[src/rtl/core/assert_macros.svh]
// Assertion macros shared by the RTL files.
`ifndef ASSERT_MACROS_SVH
`define ASSERT_MACROS_SVH
// Concurrent assertion clocked on clk_i, disabled during reset.
`define ASSERT_CLK(label, prop, msg) \
  label: assert property (@(posedge clk_i) disable iff (!rst_ni) (prop)) else $error(msg);
// Same, but also checked during reset.
`define ASSERT_ALWAYS(label, prop, msg) \
  label: assert property (@(posedge clk_i) (prop)) else $error(msg);
`endif

[src/rtl/core/bbsp_pkg.sv]
// Package with types and constants of the shortest-path search block.
`default_nettype none
package bbsp_pkg;
  localparam int MaxNodes = 64;
  localparam int NodeBits = 6;
  localparam int CntBits = 7;
  localparam int WeightBits = 16;
  localparam int CostBits = 28;
  localparam int OutCostBits = 27;
  localparam int AdjBits = 2 * NodeBits;
  localparam logic [CostBits-1:0] SumCap = 28'h0FFFFFE;
  localparam logic [WeightBits-1:0] WMax = 16'h7FFF;

  localparam logic [1:0] RegNodeCount = 2'd0;
  localparam logic [1:0] RegSource = 2'd1;
  localparam logic [1:0] RegDest = 2'd2;

  typedef enum logic [3:0] {
    StIdle,
    StInit,
    StTop,
    StRead,
    StEval,
    StCopy,
    StEmit,
    StEmitWait,
    StNone
  } state_e;

  // Controller to datapath commands.
  typedef struct packed {
    logic init;      // clear visited, set bound, push source
    logic top_rd;    // fetch top-of-stack entries
    logic adj_rd;    // issue adjacency read
    logic eval;      // evaluate candidate
    logic copy_step; // copy one route entry
    logic emit_ld;   // load output register from route
    logic none_ld;   // load not-found result
  } cmd_t;

  // Datapath status back to the controller.
  typedef struct packed {
    logic trivial;   // search ends with empty or one-node result
    logic empty;     // stack drained
    logic exhausted; // neighbor index past limit
    logic keep;      // candidate hits destination
    logic copy_done;
    logic have_route;
    logic emit_last;
    logic out_busy;
  } stat_t;
endpackage
`default_nettype wire

[src/rtl/core/bbsp_ctrl.sv]
// Controller state machine of the search block.
`default_nettype none
`include "assert_macros.svh"
module bbsp_ctrl (
  input  wire logic          clk_i,
  input  wire logic          rst_ni,
  input  wire logic          start_i,
  input  wire bbsp_pkg::stat_t stat_i,
  output bbsp_pkg::cmd_t     cmd_o,
  output logic               idle_o
);
  bbsp_pkg::state_e state_q, state_d;

  // Advance the state.
  always_ff @(posedge clk_i or negedge rst_ni) begin
    if (!rst_ni) begin
      state_q <= bbsp_pkg::StIdle;
    end else begin
      state_q <= state_d;
    end
  end

  // Next state.
  always_comb begin
    state_d = state_q;
    unique case (state_q)
      bbsp_pkg::StIdle: if (start_i) state_d = bbsp_pkg::StInit;
      bbsp_pkg::StInit: begin
        if (stat_i.trivial) state_d = stat_i.have_route ? bbsp_pkg::StEmit : bbsp_pkg::StNone;
        else state_d = bbsp_pkg::StTop;
      end
      bbsp_pkg::StTop: begin
        if (stat_i.empty) state_d = stat_i.have_route ? bbsp_pkg::StEmit : bbsp_pkg::StNone;
        else state_d = bbsp_pkg::StRead;
      end
      bbsp_pkg::StRead: state_d = bbsp_pkg::StEval;
      bbsp_pkg::StEval: state_d = stat_i.keep ? bbsp_pkg::StCopy : bbsp_pkg::StTop;
      bbsp_pkg::StCopy: if (stat_i.copy_done) state_d = bbsp_pkg::StTop;
      bbsp_pkg::StEmit: if (!stat_i.out_busy) state_d = bbsp_pkg::StEmitWait;
      bbsp_pkg::StEmitWait: begin
        if (stat_i.emit_last) state_d = bbsp_pkg::StIdle;
        else state_d = bbsp_pkg::StEmit;
      end
      bbsp_pkg::StNone: if (!stat_i.out_busy) state_d = bbsp_pkg::StIdle;
      default: state_d = bbsp_pkg::StIdle;
    endcase
  end

  // Commands.
  always_comb begin
    cmd_o = '0;
    unique case (state_q)
      bbsp_pkg::StInit: cmd_o.init = 1'b1;
      bbsp_pkg::StTop: cmd_o.top_rd = 1'b1;
      bbsp_pkg::StRead: cmd_o.adj_rd = 1'b1;
      bbsp_pkg::StEval: cmd_o.eval = 1'b1;
      bbsp_pkg::StCopy: cmd_o.copy_step = 1'b1;
      bbsp_pkg::StEmit: cmd_o.emit_ld = !stat_i.out_busy;
      bbsp_pkg::StNone: cmd_o.none_ld = !stat_i.out_busy;
      default: ;
    endcase
  end

  assign idle_o = (state_q == bbsp_pkg::StIdle);

  `ASSERT_CLK(a_start_idle, start_i |-> state_q == bbsp_pkg::StIdle, "start while busy")
  `ASSERT_CLK(a_emit_ready, cmd_o.emit_ld |-> !stat_i.out_busy, "emit over busy output")
  `ASSERT_CLK(a_eval_after_read, state_q == bbsp_pkg::StEval |-> $past(state_q) == bbsp_pkg::StRead,
              "eval without read")
endmodule
`default_nettype wire

[config.mk]
export PLATFORM = sky130hd
export DESIGN_NAME = bbsp_ctrl
export DESIGN_NICKNAME = d
export VERILOG_FILES = /design/src/rtl/core/bbsp_pkg.sv /design/src/rtl/core/bbsp_ctrl.sv
export VERILOG_INCLUDE_DIRS = /design/src /design/src/rtl/core
export SDC_FILE = /design/constraint.sdc
export NUM_CORES = 1
export LEC_CHECK = 0
export ABC_AREA = 1
export BUFFER_PORTS_ARGS = -buffer_cell sky130_fd_sc_hd__buf_2
export CAP_MARGIN = 25
export CORE_MARGIN = 2
export CORE_UTILIZATION = 25
export CTS_BUF_LIST = sky130_fd_sc_hd__clkbuf_2
export CTS_CLUSTER_SIZE = 14
export DETAILED_ROUTE_END_ITERATION = 7
export GPL_ROUTABILITY_DRIVEN = 1
export MAX_ROUTING_LAYER = met4
export SYNTH_ARGS = -nofsm -noshare
export SYNTH_HDL_FRONTEND = slang
export SYNTH_SLANG_ARGS = --single-unit
[constraint.sdc]
create_clock -name clk_i -period 1.3 [get_ports clk_i]
set_clock_uncertainty 0.2 [all_clocks]
set_input_delay 0.195 -clock clk_i [delete_from_list [all_inputs] [get_ports clk_i]]
set_output_delay 0.195 -clock clk_i [all_outputs]
set_load 0.01 [all_outputs]
==> reports/results.tsv, run 1 <==
metric	value	unit
maxcap violations	0	
Comb pwr share	75.1	%
critical path class	reg2reg	
Final #Nets	125	
DR DRC count	0	
status	finished, violations left	
Post-DRT Antenna Nets	0	
RR Endpoint	state_q[2]	
proportion of layout cells with a drive suffix above 1	58.4	%
Seq/Total Area, Yosys	24.2	%
Synth area leaders	dfrtp_1 24%, nand2_1 20%, inv_1 13%, nand3_1 11%, nor2_2 6.0%	
Startpoint Class	register	
worst hold-check path type	in2async	
Worst R2R Path Depth	10	
pwr/cell area	2130	nW/um^2
Clock power frac	8.3	%
Placement Setup Slack	-0.119	ns
Max Clk Rate	641	MHz
die area	2000	um^2
number of flip-flops in the largest register	4	
CP Cell Sequence	inv_2 -> nor2_4 -> buf_4 -> buf_6 -> nand3_2 -> nand2_1 -> nand2_1 -> nand2_1 -> nand2_1 -> nand2_1	
Sw Ratio	47.0	%
Rel. slew slack	85.1	%
Setup crit end kind	register	
Setup TNS Final	-2.66	ns
CTS root buf	clkbuf_2	
worst vdd ir	0.908	mV
internal power	0.907	mW
failing checks	setup timing	
switching pwr	0.805	mW
Synth area leader	dfrtp_1	
detailed placement HPWL	863	um
largest net degree at the start of global routing	7	
initial antenna violation count	0	
Die Ht	44.7	um
largest reg by FF count	state_q	
final WL	1390	um
first-pass GRT wire length	2260	um
P_leak	0.481	nW
H-tree Lvls	1	
vias in the first global route	562	
initial core utilization	27.2	%
share of the synthesized area in the top cell type	24.2	%
Final Max Tran Viols	0	
final hold violations	0	
site row count	14	
Remaining Overflow, GRT	0	
core area	1520	um^2
wire length per cell	10.8	um
Synth cell types	15	
Post-Syn Nets	83	
Worst path slowest cell	dfrtp_2	
Tcrit/Tclk final	120	%
Largest regs	state_q (4)	
Synth Instances	72	
post-route worst setup slack	-0.260	ns
FF-to-FF setup slack	-0.26	ns
clock buffer depth	2	
sequential share of power	16.6	%
First-pass DRT Iterations	4	
CTS tree	yes	
Vias/cell	4.65	
gr usage total	15.7	%
ANT cells	0	
Seq cells post-synth	4	
Reg-to-Reg Start	state_q[1]	
required time of the critical path	1.19	ns
WP data arrival	1.45	ns
Chip Width	44.7	um
synth warn	0	
mean post-synth cell area	5.75	um^2
Worst-Skew Late Latency	0.22	ns
most frequent CP cell	nand2_1	
PnR Total Power	1.71	mW
CP max FO	4	
RSZ-0062 raised after global routing	true	
Slew @ Worst Pin	0.222	ns
# port buffers	17	
CP peak stage delay	0.46	ns
gpl congestion	0.829	
Post-Syn Area	414	um^2
P&R area growth vs syn	93.7	%
shortest period the worst path allows	1.56	ns
io pins	19	
CTS Sinks	4	
Reg clk slew, reported paths	0.06	ns
vias post-DR	600	
initial detailed-routing violation count	21	
endpoints failing setup	12	
TritonCTS buffer count	3	
==> metrics by stage <==
stage / cells / hold WS [ns] / utilization, % / area, um^2
finish: 129 / 0.0959 / 52.6 / 802
global route: 129 / 0.0912 / 52.6 / 802
CTS: 128 / 0.0897 / 50.2 / 766
detailed placement: 112 / -0.200 / 39.2 / 597
global placement: 112 / -0.200 / 39.2 / 597
floorplan: 72 / -0.301 / - / 439
==> layout make-up <==
| type | count | area [um^2] |
|---|---|---|
| clock buffer | 4 | 20.0 |
| fill | 153 | 722 |
| inverter | 17 | 63.8 |
| multi-input combinational | 51 | 330 |
| sequential | 4 | 104 |
| tap | 16 | 20.0 |
| timing repair buffer | 37 | 264 |
==> cells in the final DEF, fill, tap and decap left out <==
master and instances:
a21oi_4 1, buf_2 17, buf_4 12, buf_6 7
clkbuf_2 4, dfrtp_1 1, dfrtp_2 3, dlygate4sd3_1 1
inv_1 14, inv_2 3, nand2_1 17, nand2_2 6
nand3_1 6, nand3_2 3, nand3_4 1, nand3b_1 1
nor2_1 5, nor2_2 1, nor2_4 5, nor3_2 3
o211ai_1 1, o2bb2ai_1 1
==> cells in the mapped netlist <==
master,number
a21oi_2,1
dfrtp_1,4
inv_1,14
inv_2,3
nand2_1,22
nand2_2,1
nand3_1,9
nand3_2,1
nand3b_1,1
nor2_1,6
nor2_2,4
nor2_4,1
nor3_1,3
o211ai_1,1
o2bb2ai_1,1
==> per-layer routing <==
layer	wire length [um]	track usage (%)	vias up
met2	752	27.8	31
li1	-	-	300
met3	90	1.20	0
met5	0	-	-
met4	0	7.88	0
met1	548	17.5	269
==> worst max-delay path by stage <==
stage,endpoint,cells after the start,startpoint
finish,state_q[2],10,state_q[1]
global route,cmd_o[0],4,state_q[1]
CTS,cmd_o[5],4,state_q[1]
detailed placement,cmd_o[5],4,state_q[3]
global placement,cmd_o[5],4,state_q[3]
floorplan,cmd_o[1],4,state_q[1]
==> cells by family (layout without fill, tap and decap cells) <==
family                 after synthesis  in the layout  synth area share, %
buffers and inverters               17             58                 15.4
AO/OA/AOI/OAI                        3              3                 6.04
flip-flops                           4              4                 24.2
AND/OR/NAND/NOR                     48             48                 54.4
==> power by group through the flow <==
stage | Combinational [mW] | Sequential [mW] | Clock (mW)
after floorplan | 0.524 | 0.271 | 0
after global placement | 0.823 | 0.265 | 0
after detailed placement | 0.832 | 0.267 | 0
after CTS | 1.16 | 0.283 | 0.136
after global routing | 1.38 | 0.292 | 0.162
final | 1.29 | 0.285 | 0.142
==> what timing repair did <==
| action | CTS | global route |
|---|---|---|
| gates resized for setup | 14 | 7 |
| endpoints found under the hold margin | 4 | 0 |
| hold buffers | 1 | 0 |
| buffers inserted | 11 | 1 |
| pin swaps | 11 | 5 |
| endpoints found under the setup margin | 11 | 12 |
==> critical path, delay by kind of cell (launching register included) <==
kind	cells	cell delay [ns]
DFF	1	0.46
and+or+nand+nor	7	0.39
buffers and inverters	3	0.36
Power figures use the tool's default switching activity.
==> inputs of run 2 (changes only) <==
--- a/config.mk
+++ b/config.mk
@@ -6,7 +6,7 @@
 export SDC_FILE = /design/constraint.sdc
 export NUM_CORES = 1
 export LEC_CHECK = 0
-export ABC_AREA = 1
+export ABC_AREA = 0
 export BUFFER_PORTS_ARGS = -buffer_cell sky130_fd_sc_hd__buf_2
 export CAP_MARGIN = 25
 export CORE_MARGIN = 2
==> run 2 against run 1 <==
  * The flow still finishes with violations (setup timing)
  * Critical endpoint is now cmd_o[0]
  * Combinational power grew 36%
  * Count of clock-buffer cells in the layout shrank 1
  * Non-clock buffer count grew 6
  * Core utilization grew 5.5 points
  * Worst hold slack lost 0.036 ns
  * Largest cell class unchanged
  * Clock power shrank 18%
  * Critical path type is now reg2out
  * Synthesized cell count shrank 26%
  * Fmax shrank 2.8%
  * First-iteration DRC count shrank 9.5%
==> reports/results.tsv, run 2 <==
metric	value	unit	change
status	finished, violations left		
failing checks	setup timing		
initial core utilization	27.3	%	+0.097 points
Vias/cell	5.40		+16%
Post-synth EDFFs	0		unchanged
Max Clk Rate	623	MHz	-2.8%
initial antenna violation count	0		unchanged
Worst R2R Path Depth	5		-5
vias in the first global route	573		+2.0%
Seq cells post-synth	4		unchanged
RR Endpoint	state_q[1]		
Post-DRT Antenna Nets	0		unchanged
detailed placement HPWL	961	um	+11%
io pins	19		unchanged
required time of the critical path	0.90	ns	-0.29 ns
maxcap violations	0		unchanged
Synth Instances	53		-26%
Primary FF master, synth	dfrtp_1		
endpoints failing setup	12		unchanged
number of flip-flops in the largest register	4		unchanged
Final Max Tran Viols	0		unchanged
ANT cells	0		unchanged
worst hold-check path type	in2reg		
clock buffer depth	2		unchanged
largest net degree at the start of global routing	9		+2
count leader, synth	nor3_1		
CTS root buf	clkbuf_2		
initial detailed-routing violation count	19		-9.5%
CTS Sinks	4		unchanged
top post-synthesis cells by count	5 x nor3_1, 4 x dfrtp_1, 4 x nand2_1, 4 x nor2_1		
shortest period the worst path allows	1.61	ns	+0.0452 ns
DR DRC count	0		unchanged
Synth area leader	dfrtp_1		
# port buffers	17		unchanged
Largest regs	state_q (4)		
largest reg by FF count	state_q		
core area	1540	um^2	+1.1%
minimum hold slack	0.0601	ns	-0.0358 ns
post-route worst setup slack	-0.306	ns	-0.0452 ns
Post-Syn Nets	64		-23%
synth warn	0		unchanged
gpl congestion	0.884		+6.7%
gr usage total	17.5	%	+1.8 points
Tcrit/Tclk final	124	%	+3.5 points
first-pass GRT wire length	2500	um	+10%
most common cell after layout, fill and taps aside	buf_2		
TritonCTS buffer count	3		unchanged
crit path launch	state_q[1]		
Setup crit end kind	primary output		
final hold violations	0		unchanged
P&R area growth vs syn	113	%	
CP max FO	5		+1
Chip Width	45.0	um	+0.68%
commonest non-fill, non-tap cells in the layout	16 x buf_2, 14 x buf_4, 12 x buf_6		
First-pass DRT Iterations	4		unchanged
Reg clk slew, reported paths	0.05	ns	about the same
wire length per cell	15.1	um	+40%
Seq/Total Area, Yosys	23.8	%	-0.36 points
H-tree Lvls	1		unchanged
Startpoint Class	register		
share of flip-flops with an asynchronous set or reset	100	%	unchanged
Slew @ Worst Pin	0.213	ns	-0.00911 ns
Post-Syn Area	420	um^2	+1.5%
Synth area leaders	dfrtp_1 24%, buf_6 8.0%, nor3_1 6.0%, nand2b_1 4.5%, o2bb2ai_1 4.2%		
min-delay src	stat_i[2]		
Rel. slew slack	85.7	%	+0.63 points
FILL cells	136		-11%
die area	2030	um^2	+1.4%
critical path class	reg2out		
Placement Setup Slack	-0.215	ns	-0.0952 ns
proportion of layout cells with a drive suffix above 1	75.8	%	+17 points
CTS tree	yes		
Die Ht	45.0	um	+0.68%
worst vdd ir	1.13	mV	+24%
pwr/cell area	2410	nW/um^2	+13%
FF-to-FF setup slack	-0.22	ns	+0.04 ns
Setup TNS Final	-2.71	ns	-0.0500 ns
Worst Hold Depth	2		
Reg-to-Reg Start	state_q[1]		
vias post-DR	599		-0.17%
P_leak	0.411	nW	-15%
site row count	14		unchanged
share of the synthesized area in the top cell type	23.8	%	-0.36 points
RSZ-0062 raised after global routing	true		
Final #Nets	108		-14%
mean post-synth cell area	7.93	um^2	+38%
WP data arrival	1.21	ns	-0.24 ns
Worst-Skew Late Latency	0.21	ns	about the same
Synth cell types	28		+13
final WL	1680	um	+21%
Remaining Overflow, GRT	0		unchanged
Worst Hold Endpoint	state_q[3]		
## run 2: changes by cell type after synthesis, moves of 3 or more
cell,delta
nand2_1,-18
inv_1,-11
nand3_1,-8
nor2_2,-4
buf_6,+3
inv_2,-3
nand2b_1,+3
## run 2: per-layer routing
layer | track usage (%) | up-vias | part of all wire [%]
met5 | - | - | 0
met4 | 4.12 | 0 | 1.4
met3 | 6.40 | 4 | 8.4
met2 | 27.1 | 38 | 52
met1 | 21.5 | 275 | 39
li1 | - | 282 | -
## run 2: cells by family after synthesis
group / Yosys count / share of synthesized area, %
buffers and inverters: 7 / 12.5
and+or+nand+nor: 26 / 35.4
AOI/OAI and AO/OA: 15 / 25.9
muxes: 1 / 2.38
DFF: 4 / 23.8
## run 2: final cells by class
| cell class | instances | area (um^2) | share of cell area (%) |
|---|---|---|---|
| clock buffer | 3 | 15.0 | 1.68 |
| tap | 16 | 20.0 | 2.23 |
| timing repair buffer | 43 | 330 | 36.9 |
| sequential | 4 | 105 | 11.7 |
| inverter | 3 | 11.3 | 1.26 |
| multi-input combinational | 42 | 414 | 46.2 |
## run 2: per-stage QoR
step | cell area [um^2] | utilization (%) | total power, mW | std cells
6_report | 896 | 58.1 | 2.15 | 111
3_5_place_dp | 569 | 36.9 | 1.19 | 91
3_3_place_gp | 569 | 36.9 | 1.17 | 91
4_1_cts | 764 | 49.6 | 1.76 | 105
2_1_floorplan | 438 | - | 0.903 | 53
5_1_grt | 896 | 58.1 | 2.30 | 111
## run 2: critical path: stages, from the launching register on
cell and delay, ns:
dfrtp_2 0.45, buf_6 0.14, nor4_2 0.24, buf_2 0.16
## run 2: how the worst max path moves through the flow
stage                      end  slack (ns)
CTS                     idle_o       -0.31
detailed placement  state_q[1]       -0.21
floorplan           state_q[1]       -0.08
finish                cmd_o[0]       -0.31
global route          cmd_o[0]       -0.35
global placement    state_q[1]       -0.18
## run 2: power breakdown
group / total, mW / switching (mW) / internal (mW) / leakage, nW
logic: 1.76 / 0.775 / 0.982 / 0.353
clock network: 0.117 / 0.0549 / 0.0621 / 0.0125
registers: 0.280 / 0.0901 / 0.190 / 0.0459
total: 2.15 / 0.920 / 1.23 / 0.411
## run 2: timing repair
action	CTS	global route
setup buffers	10	7
cloned	0	0
hold endpoints to repair	4	0
gates resized for setup	27	15
hold buffers	1	0
endpoints found under the setup margin	12	12
pin swaps	7	13
==> inputs of run 3 (changes only) <==
--- a/config.mk
+++ b/config.mk
@@ -9,11 +9,11 @@
 export ABC_AREA = 0
 export BUFFER_PORTS_ARGS = -buffer_cell sky130_fd_sc_hd__buf_2
 export CAP_MARGIN = 25
-export CORE_MARGIN = 2
-export CORE_UTILIZATION = 25
+export CORE_AREA = 2 2 39 41
 export CTS_BUF_LIST = sky130_fd_sc_hd__clkbuf_2
 export CTS_CLUSTER_SIZE = 14
 export DETAILED_ROUTE_END_ITERATION = 7
+export DIE_AREA = 0 0 41 43
 export GPL_ROUTABILITY_DRIVEN = 1
 export MAX_ROUTING_LAYER = met4
 export SYNTH_ARGS = -nofsm -noshare
==> run 3 against run 2 <==
  * The run still ends with setup timing left
  * Sequential power hardly changed
  * Clock power is 6% higher
  * Non-clock buffer count is 2 lower
  * Die area is 13% lower
  * Final area is 5.7% lower
  * Sequential share of layout area is 0.71 points higher
  * Combinational power is 9% lower
  * Worst setup slack worse by 0.0089 ns
  * Routed wire length is 7.3% lower
  * Count of clock-buffer cells in the layout stayed put
  * Critical path type unchanged
  * Critical endpoint is now idle_o
==> reports/results.tsv, run 3 (synthesized netlist as in run 2, its figures left out) <==
metric	value	unit	change
status	finished, violations left		
Worst Hold Depth	2		unchanged
site row count	14		unchanged
First-pass DRT Iterations	4		unchanged
# port buffers	17		unchanged
required time of the critical path	0.90	ns	about the same
maxcap violations	0		unchanged
final instance area	845	um^2	-5.7%
CP peak stage delay	0.44	ns	about the same
Vias/cell	5.49		+1.7%
initial antenna violation count	0		unchanged
fin util	61.0	%	+2.9 points
WP data arrival	1.22	ns	about the same
Worst path slowest cell	dfrtp_2		
Final Max Tran Viols	0		unchanged
CP max FO	5		unchanged
pwr/cell area	2380	nW/um^2	-1.3%
commonest non-fill, non-tap cells in the layout	17 x buf_2, 14 x buf_4, 9 x buf_6, 4 x dfrtp_2		
Tcrit/Tclk final	124	%	+0.68 points
vias in the first global route	521		-9.1%
number of flip-flops in the largest register	4		unchanged
RSZ-0062 raised after global routing	true		
H-tree Lvls	1		unchanged
Max Clk Rate	619	MHz	-0.55%
CTS tree	yes		
Startpoint Class	register		
Post-DRT Antenna Nets	0		unchanged
P_leak	0.390	nW	-5.2%
DP Area	592	um^2	+4.0%
initial detailed-routing violation count	10		-9
Chip Width	41	um	-8.9%
proportion of layout cells with a drive suffix above 1	68.8	%	-7.0 points
CTS Sinks	4		unchanged
endpoints failing setup	12		unchanged
shortest period the worst path allows	1.61	ns	+0.00888 ns
die area	1760	um^2	-13%
worst hold-check path type	in2reg		
largest net degree at the start of global routing	8		-1
P&R area growth vs syn	101	%	
post-route worst setup slack	-0.314	ns	-0.00888 ns
Die Ht	43	um	-4.5%
Reg clk slew, reported paths	0.06	ns	about the same
io pins	19		unchanged
CTS root buf	clkbuf_2		
Worst R2R Path Depth	4		-1
largest reg by FF count	state_q		
gr usage total	20.6	%	+3.1 points
FILL cells	127		-6.6%
most common cell after layout, fill and taps aside	buf_2		
gpl congestion	0.833		-5.8%
DR DRC count	0		unchanged
Final #Nets	106		-1.9%
wire length per cell	14.3	um	-5.6%
Setup crit end kind	primary output		
CP Cell Sequence	buf_6 -> nor4_2 -> buf_2		
vias post-DR	598		-0.17%
first-pass GRT wire length	2300	um	-7.7%
final hold violations	0		unchanged
worst vdd ir	1.10	mV	-2.6%
core area	1380	um^2	-10%
initial core utilization	30.4	%	+3.1 points
detailed placement HPWL	968	um	+0.71%
TritonCTS buffer count	3		unchanged
ANT cells	0		unchanged
clock buffer depth	2		unchanged
failing checks	setup timing		
Remaining Overflow, GRT	0		unchanged
Largest regs	state_q (4)		
Rel. slew slack	73.5	%	-12 points
critical path class	reg2out		
Slew @ Worst Pin	0.395	ns	+0.182 ns
Worst-Skew Late Latency	0.23	ns	+0.02 ns
final WL	1560	um	-7.3%
## run 3: cell types whose count changed in the layout (fill, tap and decap cells not counted), moves of 2 or more
cell,before,now
buf_6,12,9
nor3_2,4,0
nor3_4,0,3
nor2b_4,2,0
## run 3: report_power, final
| group | switching [mW] | leakage (nW) | internal (mW) | total, mW |
|---|---|---|---|---|
| sequential | 0.0901 | 0.0459 | 0.190 | 0.280 |
| clock | 0.0616 | 0.0125 | 0.0622 | 0.124 |
| combinational | 0.744 | 0.332 | 0.858 | 1.60 |
## run 3: metrics by stage
step | setup slack, ns | hold WS [ns] | power (mW) | std cells | TNS (ns)
CTS | -0.295 | 0.0145 | 1.68 | 105 | -2.94
floorplan | -0.0781 | -0.301 | 0.903 | 53 | -0.320
detailed placement | -0.207 | -0.195 | 1.24 | 94 | -1.50
global route | -0.374 | 0.0214 | 2.14 | 109 | -3.67
global placement | -0.191 | -0.198 | 1.22 | 94 | -1.26
finish | -0.314 | 0.00871 | 2.01 | 109 | -3.08
## run 3: layout make-up
class	instances	area, um^2	area share [%]
inverter	3	11.3	1.33
timing repair buffer	41	302	35.7
tap	16	20.0	2.37
multi-input combinational	42	392	46.4
sequential	4	105	12.4
clock buffer	3	15.0	1.78
## run 3: metal layers
layer	GRT usage (%)	wire length, um	up-vias
li1	-	-	277
met2	35.0	823	35
met4	12.0	61	0
met3	1.57	101	9
met1	21.5	569	277
met5	-	0	-
## run 3: worst max-delay path, delay by kind of cell, from the launching register on
kind,cells,cell delay (ns)
buffers and inverters,2,0.31
and+or+nand+nor,1,0.24
DFF,1,0.44
## run 3: final timing paths
kind / start / end / slack (ns)
hold / removal: stat_i[2] / state_q[3] / 0.009
min in group asynchronous: rst_ni / state_q[3] / 0.09
setup / recovery: state_q[0] / idle_o / -0.31
hold reg to reg: state_q[1] / state_q[3] / 0.43
setup reg to reg: state_q[0] / state_q[3] / -0.28
max in group asynchronous: rst_ni / state_q[1] / 0.65
## run 3: what timing repair did
item                       CTS  global route
setup endpoints to repair   12            12
hold endpoints to repair     4             0
hold buffers                 1             0
setup buffers                7             4
resized for setup           17            15
pin swaps                    8             8
